<file path="config.mk">
export PLATFORM = sky130hd
export DESIGN_NAME = sd_spi_command_engine_unit
export DESIGN_NICKNAME = d
export VERILOG_FILES = /design/src/rtl/sdspi_pkg.sv /design/src/rtl/sd_spi_command_engine_unit.sv
export SDC_FILE = /design/constraint.sdc
export NUM_CORES = 1
export LEC_CHECK = 0
export BUFFER_PORTS_ARGS = -buffer_cell sky130_fd_sc_hd__buf_2
export CORE_MARGIN = 1.5
export CORE_UTILIZATION = 53
export DETAILED_ROUTE_END_ITERATION = 7
export PLACE_DENSITY = 0.8
export SYNTH_ARGS = -nofsm -noshare
export SYNTH_HDL_FRONTEND = slang
export SYNTH_SLANG_ARGS = --single-unit
export TNS_END_PERCENT = 100
</file>
<file path="constraint.sdc">
create_clock -name i_clk -period 4.3 [get_ports i_clk]
set_clock_uncertainty 0.05 [all_clocks]
set_input_delay 0.86 -clock i_clk [delete_from_list [all_inputs] [get_ports i_clk]]
set_output_delay 0.86 -clock i_clk [all_outputs]
set_load 0.05 [all_outputs]
</file>
<file path="src/rtl/sdspi_pkg.sv">
// ============================================================================
// sdspi_pkg: shared types, codes and the CRC7 helper for the SD SPI engine
// Holds phase, item mode and result kind codes plus the frame constants.
// ============================================================================
package sdspi_pkg;

    localparam int unsigned MAX_RESPONSE_BYTES_DEF = 5;

    // Result buffer: one command frame is the longest run of results
    localparam int unsigned RUN_DEPTH = 6;
    localparam int unsigned RUN_W     = $clog2(RUN_DEPTH + 1);

    localparam logic [6:0] CRC7_POLY   = 7'h09;   // x^7 + x^3 + 1, top bit implied
    localparam logic [7:0] CMD_START   = 8'h40;
    localparam logic [7:0] BYTE_IDLE   = 8'hFF;
    localparam logic       STAT_OK      = 1'b0;
    localparam logic       STAT_TIMEOUT = 1'b1;

    typedef enum logic [2:0] {
        PH_IDLE    = 3'd0,
        PH_WAIT    = 3'd1,
        PH_CAPTURE = 3'd2,
        PH_TRAIL   = 3'd3,
        PH_BUSY    = 3'd4
    } t_phase;

    typedef enum logic [1:0] {
        MODE_START = 2'd0,
        MODE_BYTE  = 2'd1,
        MODE_TICK  = 2'd2
    } t_mode;

    typedef enum logic [1:0] {
        KIND_TX     = 2'd0,
        KIND_RESP   = 2'd1,
        KIND_STATUS = 2'd2
    } t_kind;

    typedef struct packed {
        t_kind      kind;
        logic [7:0] value;
        logic [2:0] slot;
        logic       status;
    } t_result;

    // Shift one byte MSB first through the CRC7 register
    function automatic logic [6:0] crc7_byte(input logic [6:0] crc_in,
                                             input logic [7:0] data);
        logic [6:0] c;
        logic       fb;
        c = crc_in;
        for (int b = 7; b >= 0; b--) begin
            fb = c[6] ^ data[b];
            c  = {c[5:0], 1'b0};
            if (fb) begin
                c = c ^ CRC7_POLY;
            end
        end
        return c;
    endfunction

endpackage

</file>
<file path="src/rtl/sd_spi_command_engine_unit.sv">
// ============================================================================
// sd_spi_command_engine_unit: host-side SD SPI-mode command engine
// Builds the six-byte command frame with CRC7, captures the response bytes,
// handles R1b busy wait and the first-byte timeout.
// ============================================================================
// The first result of an item is shown in the cycle after its input transfer.
// Flow: an item is taken only while the result buffer is empty or its last result
//   leaves; a start item yields six results and holds the input side until all
//   six leave; the single result buffer serializes one result per cycle while i_out_ready is high.
// Reset: synchronous, active low; engine idle, timeout register all ones,
//   result buffer empty.
module sd_spi_command_engine_unit
    import sdspi_pkg::*;
#(
    parameter int unsigned MAX_RESPONSE_BYTES = MAX_RESPONSE_BYTES_DEF
) (
    input  logic        i_clk,
    input  logic        i_rst_n,
    // configuration: response timeout in ticks
    input  logic        i_cfg_we,
    input  logic [31:0] i_cfg_wdata,
    // input item channel
    input  logic        i_in_valid,
    output logic        o_in_ready,
    input  logic [1:0]  i_mode,
    input  logic [5:0]  i_command_index,
    input  logic [31:0] i_command_argument,
    input  logic [2:0]  i_response_length,
    input  logic        i_busy_wait,
    input  logic [7:0]  i_card_byte,
    // result channel
    output logic        o_out_valid,
    input  logic        i_out_ready,
    output logic [1:0]  o_result_kind,
    output logic [7:0]  o_byte_value,
    output logic [2:0]  o_response_slot,
    output logic        o_completion_status,
    output logic        o_last_of_run
);

    // ------------------------------------------------------------------------
    // Engine state
    // ------------------------------------------------------------------------
    logic [31:0] r_timeout;
    t_phase      r_phase,   n_phase;
    logic [31:0] r_elapsed, n_elapsed;
    logic [2:0]  r_left,    n_left;      // response bytes still to capture
    logic [2:0]  r_slot,    n_slot;      // slot of the next captured byte
    logic        r_busy_req, n_busy_req;

    // Result buffer: a whole run of results is loaded at once, then shown
    // one entry per cycle while i_out_ready is high.
    t_result     r_run [RUN_DEPTH];
    t_result     n_run [RUN_DEPTH];
    logic [RUN_W-1:0] r_cnt, n_cnt;      // results in the loaded run
    logic [RUN_W-1:0] r_rd;              // entry currently shown

    logic        in_xfer;
    logic        out_xfer;
    logic        run_last;
    logic        run_drain;

    // ------------------------------------------------------------------------
    // Frame build: index byte, argument MSB first, CRC7 with end bit
    // ------------------------------------------------------------------------
    logic [7:0]  frame [RUN_DEPTH];
    logic [6:0]  crc_c1, crc_c2, crc_c3, crc_c4, crc_c5;
    logic [2:0]  len_sat;
    logic [31:0] tick_sum;
    logic        timed_out;

    assign frame[0] = CMD_START | {2'b00, i_command_index};
    assign frame[1] = i_command_argument[31:24];
    assign frame[2] = i_command_argument[23:16];
    assign frame[3] = i_command_argument[15:8];
    assign frame[4] = i_command_argument[7:0];
    assign crc_c1   = crc7_byte(7'd0,   frame[0]);
    assign crc_c2   = crc7_byte(crc_c1, frame[1]);
    assign crc_c3   = crc7_byte(crc_c2, frame[2]);
    assign crc_c4   = crc7_byte(crc_c3, frame[3]);
    assign crc_c5   = crc7_byte(crc_c4, frame[4]);
    assign frame[5] = {crc_c5, 1'b1};

    // Clamp the requested length to the capture capacity
    assign len_sat = ({1'b0, i_response_length} > 4'(MAX_RESPONSE_BYTES))
                   ? 3'(MAX_RESPONSE_BYTES) : i_response_length;

    // Tick count saturates; timeout hits at or beyond the register value
    assign tick_sum  = (r_elapsed == '1) ? r_elapsed : r_elapsed + 32'd1;
    assign timed_out = (tick_sum >= r_timeout);

    // ------------------------------------------------------------------------
    // Handshakes: take a new item whenever the buffer is empty or its last
    // result leaves in this cycle.
    // ------------------------------------------------------------------------
    assign o_out_valid = (r_cnt != '0);
    assign run_last    = (r_rd == r_cnt - RUN_W'(1));
    assign out_xfer    = o_out_valid && i_out_ready;
    assign run_drain   = out_xfer && run_last;
    assign o_in_ready  = (r_cnt == '0) || run_drain;
    assign in_xfer     = i_in_valid && o_in_ready;

    // ------------------------------------------------------------------------
    // Next-state logic
    // ------------------------------------------------------------------------
    always_comb begin
        n_phase    = r_phase;
        n_elapsed  = r_elapsed;
        n_left     = r_left;
        n_slot     = r_slot;
        n_busy_req = r_busy_req;
        case (t_mode'(i_mode))
            MODE_START: begin
                // a start abandons any command in progress
                n_phase    = PH_WAIT;
                n_elapsed  = '0;
                n_left     = len_sat;
                n_slot     = '0;
                n_busy_req = i_busy_wait;
            end
            MODE_BYTE: begin
                case (r_phase)
                    PH_WAIT: begin
                        if (!i_card_byte[7]) begin
                            if (r_left == '0) begin
                                n_phase = r_busy_req ? PH_BUSY : PH_IDLE;
                            end else begin
                                n_slot  = 3'd1;
                                n_left  = r_left - 3'd1;
                                n_phase = (r_left == 3'd1) ? PH_TRAIL : PH_CAPTURE;
                            end
                        end
                    end
                    PH_CAPTURE: begin
                        n_slot = r_slot + 3'd1;
                        if (r_left != '0) begin
                            n_left = r_left - 3'd1;
                        end
                        if (r_left <= 3'd1) begin
                            n_phase = PH_TRAIL;
                        end
                    end
                    PH_TRAIL: begin
                        n_phase = r_busy_req ? PH_BUSY : PH_IDLE;
                    end
                    PH_BUSY: begin
                        if (i_card_byte == BYTE_IDLE) begin
                            n_phase = PH_IDLE;
                        end
                    end
                    default: ;
                endcase
            end
            MODE_TICK: begin
                if (r_phase == PH_WAIT) begin
                    n_elapsed = tick_sum;
                    if (timed_out) begin
                        n_phase = PH_IDLE;
                    end
                end
            end
            default: ;
        endcase
    end

    // ------------------------------------------------------------------------
    // Result generation: the run of results caused by the incoming item
    // ------------------------------------------------------------------------
    always_comb begin
        for (int i = 0; i < RUN_DEPTH; i++) begin
            n_run[i] = '{kind: KIND_TX, value: 8'd0, slot: 3'd0, status: STAT_OK};
        end
        n_cnt = '0;
        case (t_mode'(i_mode))
            MODE_START: begin
                for (int i = 0; i < RUN_DEPTH; i++) begin
                    n_run[i].value = frame[i];
                end
                n_cnt = RUN_W'(RUN_DEPTH);
            end
            MODE_BYTE: begin
                case (r_phase)
                    PH_WAIT: begin
                        if (!i_card_byte[7]) begin
                            if (r_left == '0) begin
                                if (!r_busy_req) begin
                                    n_run[0].kind = KIND_STATUS;
                                    n_cnt         = RUN_W'(1);
                                end
                            end else begin
                                n_run[0].kind  = KIND_RESP;
                                n_run[0].value = i_card_byte;
                                n_cnt          = RUN_W'(1);
                            end
                        end
                    end
                    PH_CAPTURE: begin
                        n_run[0].kind  = KIND_RESP;
                        n_run[0].value = i_card_byte;
                        n_run[0].slot  = r_slot;
                        n_cnt          = RUN_W'(1);
                    end
                    PH_TRAIL: begin
                        // drop the trailing byte; close unless busy wait follows
                        if (!r_busy_req) begin
                            n_run[0].kind = KIND_STATUS;
                            n_cnt         = RUN_W'(1);
                        end
                    end
                    PH_BUSY: begin
                        if (i_card_byte == BYTE_IDLE) begin
                            n_run[0].value = BYTE_IDLE;
                            n_run[1].kind  = KIND_STATUS;
                            n_cnt          = RUN_W'(2);
                        end
                    end
                    default: ;
                endcase
            end
            MODE_TICK: begin
                if ((r_phase == PH_WAIT) && timed_out) begin
                    n_run[0].kind   = KIND_STATUS;
                    n_run[0].status = STAT_TIMEOUT;
                    n_cnt           = RUN_W'(1);
                end
            end
            default: ;
        endcase
    end

    // ------------------------------------------------------------------------
    // Registers
    // ------------------------------------------------------------------------
    always_ff @(posedge i_clk) begin
        if (!i_rst_n) begin
            r_timeout  <= '1;
            r_phase    <= PH_IDLE;
            r_elapsed  <= '0;
            r_left     <= '0;
            r_slot     <= '0;
            r_busy_req <= 1'b0;
            r_cnt      <= '0;
            r_rd       <= '0;
        end else begin
            if (i_cfg_we) begin
                r_timeout <= i_cfg_wdata;
            end
            if (in_xfer) begin
                // advance the engine and load the new run
                r_phase    <= n_phase;
                r_elapsed  <= n_elapsed;
                r_left     <= n_left;
                r_slot     <= n_slot;
                r_busy_req <= n_busy_req;
                r_cnt      <= n_cnt;
                r_rd       <= '0;
            end else if (out_xfer) begin
                if (run_last) begin
                    r_cnt <= '0;
                    r_rd  <= '0;
                end else begin
                    r_rd <= r_rd + RUN_W'(1);
                end
            end
        end
    end

    // Result payload: no reset needed
    always_ff @(posedge i_clk) begin
        if (in_xfer) begin
            for (int i = 0; i < RUN_DEPTH; i++) begin
                r_run[i] <= n_run[i];
            end
        end
    end

    // ------------------------------------------------------------------------
    // Output fields
    // ------------------------------------------------------------------------
    t_result cur;
    assign cur                 = r_run[r_rd];
    assign o_result_kind       = cur.kind;
    assign o_byte_value        = cur.value;
    assign o_response_slot     = cur.slot;
    assign o_completion_status = cur.status;
    assign o_last_of_run       = run_last;

    // ------------------------------------------------------------------------
    // Assertions
    // ------------------------------------------------------------------------
    // shown entry always lies inside the loaded run
    a_rd_in_run: assert property (@(posedge i_clk) disable iff (!i_rst_n)
        o_out_valid |-> (r_rd < r_cnt))
        else $error("read pointer outside result run");

    // a start transfer loads a full six-result frame
    a_start_frame: assert property (@(posedge i_clk) disable iff (!i_rst_n)
        (in_xfer && (i_mode == MODE_START)) |=>
            (o_out_valid && (r_cnt == RUN_W'(RUN_DEPTH)) && (r_phase == PH_WAIT)))
        else $error("start item did not load a command frame");

    // capture phase always has a byte left to take
    a_capture_left: assert property (@(posedge i_clk) disable iff (!i_rst_n)
        (r_phase == PH_CAPTURE) |-> (r_left != '0))
        else $error("capture phase with no bytes left");

    // input side only opens once the pending run has been taken
    a_no_overrun: assert property (@(posedge i_clk) disable iff (!i_rst_n)
        (o_out_valid && !i_out_ready) |-> !o_in_ready)
        else $error("input taken while results still pending");

endmodule
</file>
==> results.md <==
* Status: complete, no violations
* Crit Path Max Fanout at 6
* R2r setup slk at approximately 0.099 ns
* Placed insts at 1163
* Delay-heaviest family, CP: simple AND/OR/NAND/NOR gates
* Crit start category: register
* Slowest cell on crit path: or4_4
* Cell depth of the worst flop-to-flop path at 17
* Via count at 6746
* Fmax at about 240 MHz
* Peak supply drop at roughly 250 µV
* Tightest Pin Transition at around 1 ns
* Post-synth top flop: dfxtp_1
* HP Start: r_timeout[31]
* Mapped Nets at between 1000 and 1500
* Rows at 45
* Crit share post-route at 0.977
* Syn Inst Count at ~880
* CP arrival at 4.47 ns
* Nets at 1134
* Setup TNS at 0 ns
* Width of the die at between 100 and 150 µm
* Hold Crit Depth at 2
* Diode count at 0
* CTS root buf: clkbuf_16
* Count of pins over their slew limit at 0
* Post-synthesis sequential area ratio at 0.403
* Final count of hold timing violations at 0
* Critical Path RT at approximately 4.6 ns
* Setup violation total in the final timing report at 0
* CTS tree: done
* # fillers at between 1000 and 1500
* Hold_buf cts at 0
* Max clock buf depth at 2
* Largest net degree at the start of global routing at 64
* Worst hold margin at 0.436 ns
* Worst R2R End: r_phase[2]
* TritonCTS Buffers at 17
* Cell Pwr Density at roughly 400 nW/µm²
* Via/cell ratio at about 5.6
* Die ar. at 16300 µm²
* H-tree Lvls at 4
* First-pass GRT wire length at around 31 mm
* Clk_lat worst skew at ~0.42 ns
* Initial antenna violation count at 0
* Non-Filler Instances at 1200
* Vias in the first global route at 6536
* Clk slew on worst S/H paths at roughly 0.06 ns
* Total power draw at approximately 3.9 mW
* Hold Crit Class: register to register
* Clock sinks at roughly 140
* Initial DRC count at around 420
* Layout cells sized above 1 at 0.214
* Gr usage total at 0.244
* IO buf count at approximately 110
* Buf+Inv Stages, Crit Path at 0
* Crit end category: register
* Static Leak at approximately 4.3 nW
* Iteration count of the initial detailed-routing pass at 6
* Core box area at 15100 µm²
* DP Area at approximately 9100 µm²
* Dpl hpwl at between 10 and 15 mm
* FF-to-FF Start: r_elapsed[12]
* Initial core utilization at 0.543
* Final WL at 19.4 mm
* Distinct cells, synth at 65
* GRT overflow at 0
* Crit-path cells: nand4_1, or4_4, nor4_4, nor4_4, and2_4, nand3_2, xnor2_1, ha_1, a21o_1, a21o_1, a21oi_2, o21ai_2, or4_4, a2111oi_4, nand2b_4, a21oi_1, o221a_2
* Mapped cell area at 8220 µm²
* Wire per inst at approximately 16 µm
* Chip Height at ~130 µm
* Routability Congestion at between 0.8 and 0.9
* DR DRC count at 0
* Worst Hold End: r_timeout[31]
* I/O pin count at between 100 and 150
* Slew HR at 0.330
* Setup CP Type: register to register
* Max stage delay on crit path at approximately 0.57 ns
* ANT nets after route at 0
* Register bit total from synthesis at 138
* Final min period at about 4.2 ns
* Layout area overhead at 19.2%
* EDFF count, synth at 55
* Fraction of registers with async set/reset at 0
* Post-route cell area at about 9800 µm²
* Max-cap violations at 0
* Ys Warns at 0
* Avg Inst Size Synth at 9.36 µm²
## how the worst max path moves through the flow
stage | startpoint | endpoint | cells past startpoint
detailed placement | r_elapsed[27] | r_phase[2] | 17
finish | r_elapsed[12] | r_phase[2] | 17
global route | r_elapsed[12] | r_phase[2] | 17
floorplan | r_elapsed[3] | r_phase[2] | 19
global placement | r_elapsed[27] | r_phase[2] | 17
CTS | r_elapsed[27] | r_phase[2] | 17
## cell families after synthesis
family,after synthesis,synth area share
fa+ha+maj,46,0.0700
simple gates,291,0.185
mux,20,0.0367
compound gates,191,0.148
flops,138,0.403
xor+xnor,103,0.114
buf+inv,89,0.0426
## per-layer routing
layer	vias up	part of all wire	wire length, µm	global-route usage
li1	3337	-	-	-
met1	3179	0.42	8180	0.291
met2	204	0.50	9770	0.427
met3	26	0.053	1030	0.0553
met4	0	0.022	421	0.0976
met5	-	0	0	0
## Yosys cell counts, drive strengths merged, types with 2 or more instances
| cell | instances | area (µm²) |
|---|---|---|
| dfxtp | 83 | 1660 |
| xnor2 | 79 | 707 |
| nor2 | 73 | 274 |
| nand2 | 70 | 263 |
| a21oi | 58 | 290 |
| edfxtp | 55 | 1650 |
| and2 | 47 | 294 |
| ha | 46 | 576 |
| inv | 46 | 173 |
| o21ai | 37 | 185 |
| o211ai | 31 | 233 |
| clkbuf | 30 | 113 |
| a21o | 25 | 188 |
| xor2 | 23 | 209 |
| nand4 | 18 | 125 |
| nor3 | 18 | 100 |
| nand3 | 15 | 75.1 |
| buf | 12 | 61.3 |
| nor2b | 12 | 75.1 |
| mux2i | 11 | 110 |
| mux4 | 8 | 180 |
| a22oi | 7 | 52.6 |
| and3 | 7 | 48.8 |
| o31ai | 6 | 45.0 |
| a21boi | 5 | 37.5 |
| nand2b | 5 | 31.3 |
| nor4 | 5 | 67.6 |
| a211oi | 4 | 30.0 |
| and4 | 4 | 37.5 |
| nand3b | 4 | 30.0 |
| or4 | 4 | 33.8 |
| a211o | 3 | 26.3 |
| nor3b | 3 | 22.5 |
| o21a | 3 | 22.5 |
| or3 | 3 | 18.8 |
| o2111ai | 2 | 17.5 |
| o311ai | 2 | 17.5 |
## what timing repair did
item                       in CTS  in global routing
gates resized for setup         2                 17
pin swaps                       0                  8
setup buffers                   0                  5
setup endpoints to repair       2                  5
## worst reg2reg max path, delay by kind of cell, from the launching register on
| family | cells | cell delay, ns |
|---|---|---|
| flip-flops | 1 | 0.33 |
| AO/OA/AOI/OAI | 7 | 1.15 |
| AND/OR/NAND/NOR | 8 | 2.18 |
| adder cells (fa/ha/maj) | 1 | 0.27 |
| XOR/XNOR | 1 | 0.12 |
## through the flow
| stage | worst slack, ns | util |
|---|---|---|
| floorplan | -0.0479 | - |
| global placement | 0.0228 | 0.599 |
| detailed placement | -0.0410 | 0.599 |
| CTS | 0.00956 | 0.640 |
| global route | -0.0622 | 0.647 |
| finish | 0.0990 | 0.647 |
## placed cells by master, fill, tap and decap left out, types with 8 or more instances in the layout
cell / count
a21o_1: 25
o21ai_0: 34
xor2_1: 22
clkbuf_16: 17
ha_1: 46
a21oi_1: 56
nor3_1: 15
nand2_1: 69
dfxtp_1: 79
nor2b_1: 12
buf_4: 38
buf_2: 105
mux2i_1: 11
edfxtp_1: 55
nand4_1: 16
inv_1: 46
and2_1: 44
mux4_2: 8
xnor2_1: 77
nor2_1: 73
o211ai_1: 31
nand3_1: 14
## final cells by class
cell class / count / area [µm²] / share of cell area
inverter: 47 / 178 / 0.0181
clock inverter: 14 / 196 / 0.0201
timing repair buffer: 144 / 822 / 0.0839
tap: 188 / 235 / 0.0240
clock buffer: 18 / 429 / 0.0438
sequential: 138 / 3320 / 0.339
multi-input combinational: 651 / 4610 / 0.471
## sequential cells by signal, indices dropped and copies added (netlist names), named ones only
name        cells
r_slot          3
r_phase         3
r_rd            3
r_timeout      32
r_busy_req      1
r_cnt           3
r_run          55
r_left          3
r_elapsed      32
## where the power goes
part / leakage (nW) / internal, mW / switching (mW)
Sequential: 1.24 / 1.46 / 0.0308
Clock: 0.296 / 0.972 / 0.583
Combinational: 2.73 / 0.399 / 0.467
Total: 4.26 / 2.83 / 1.08
Power figures use the tool's default switching activity.
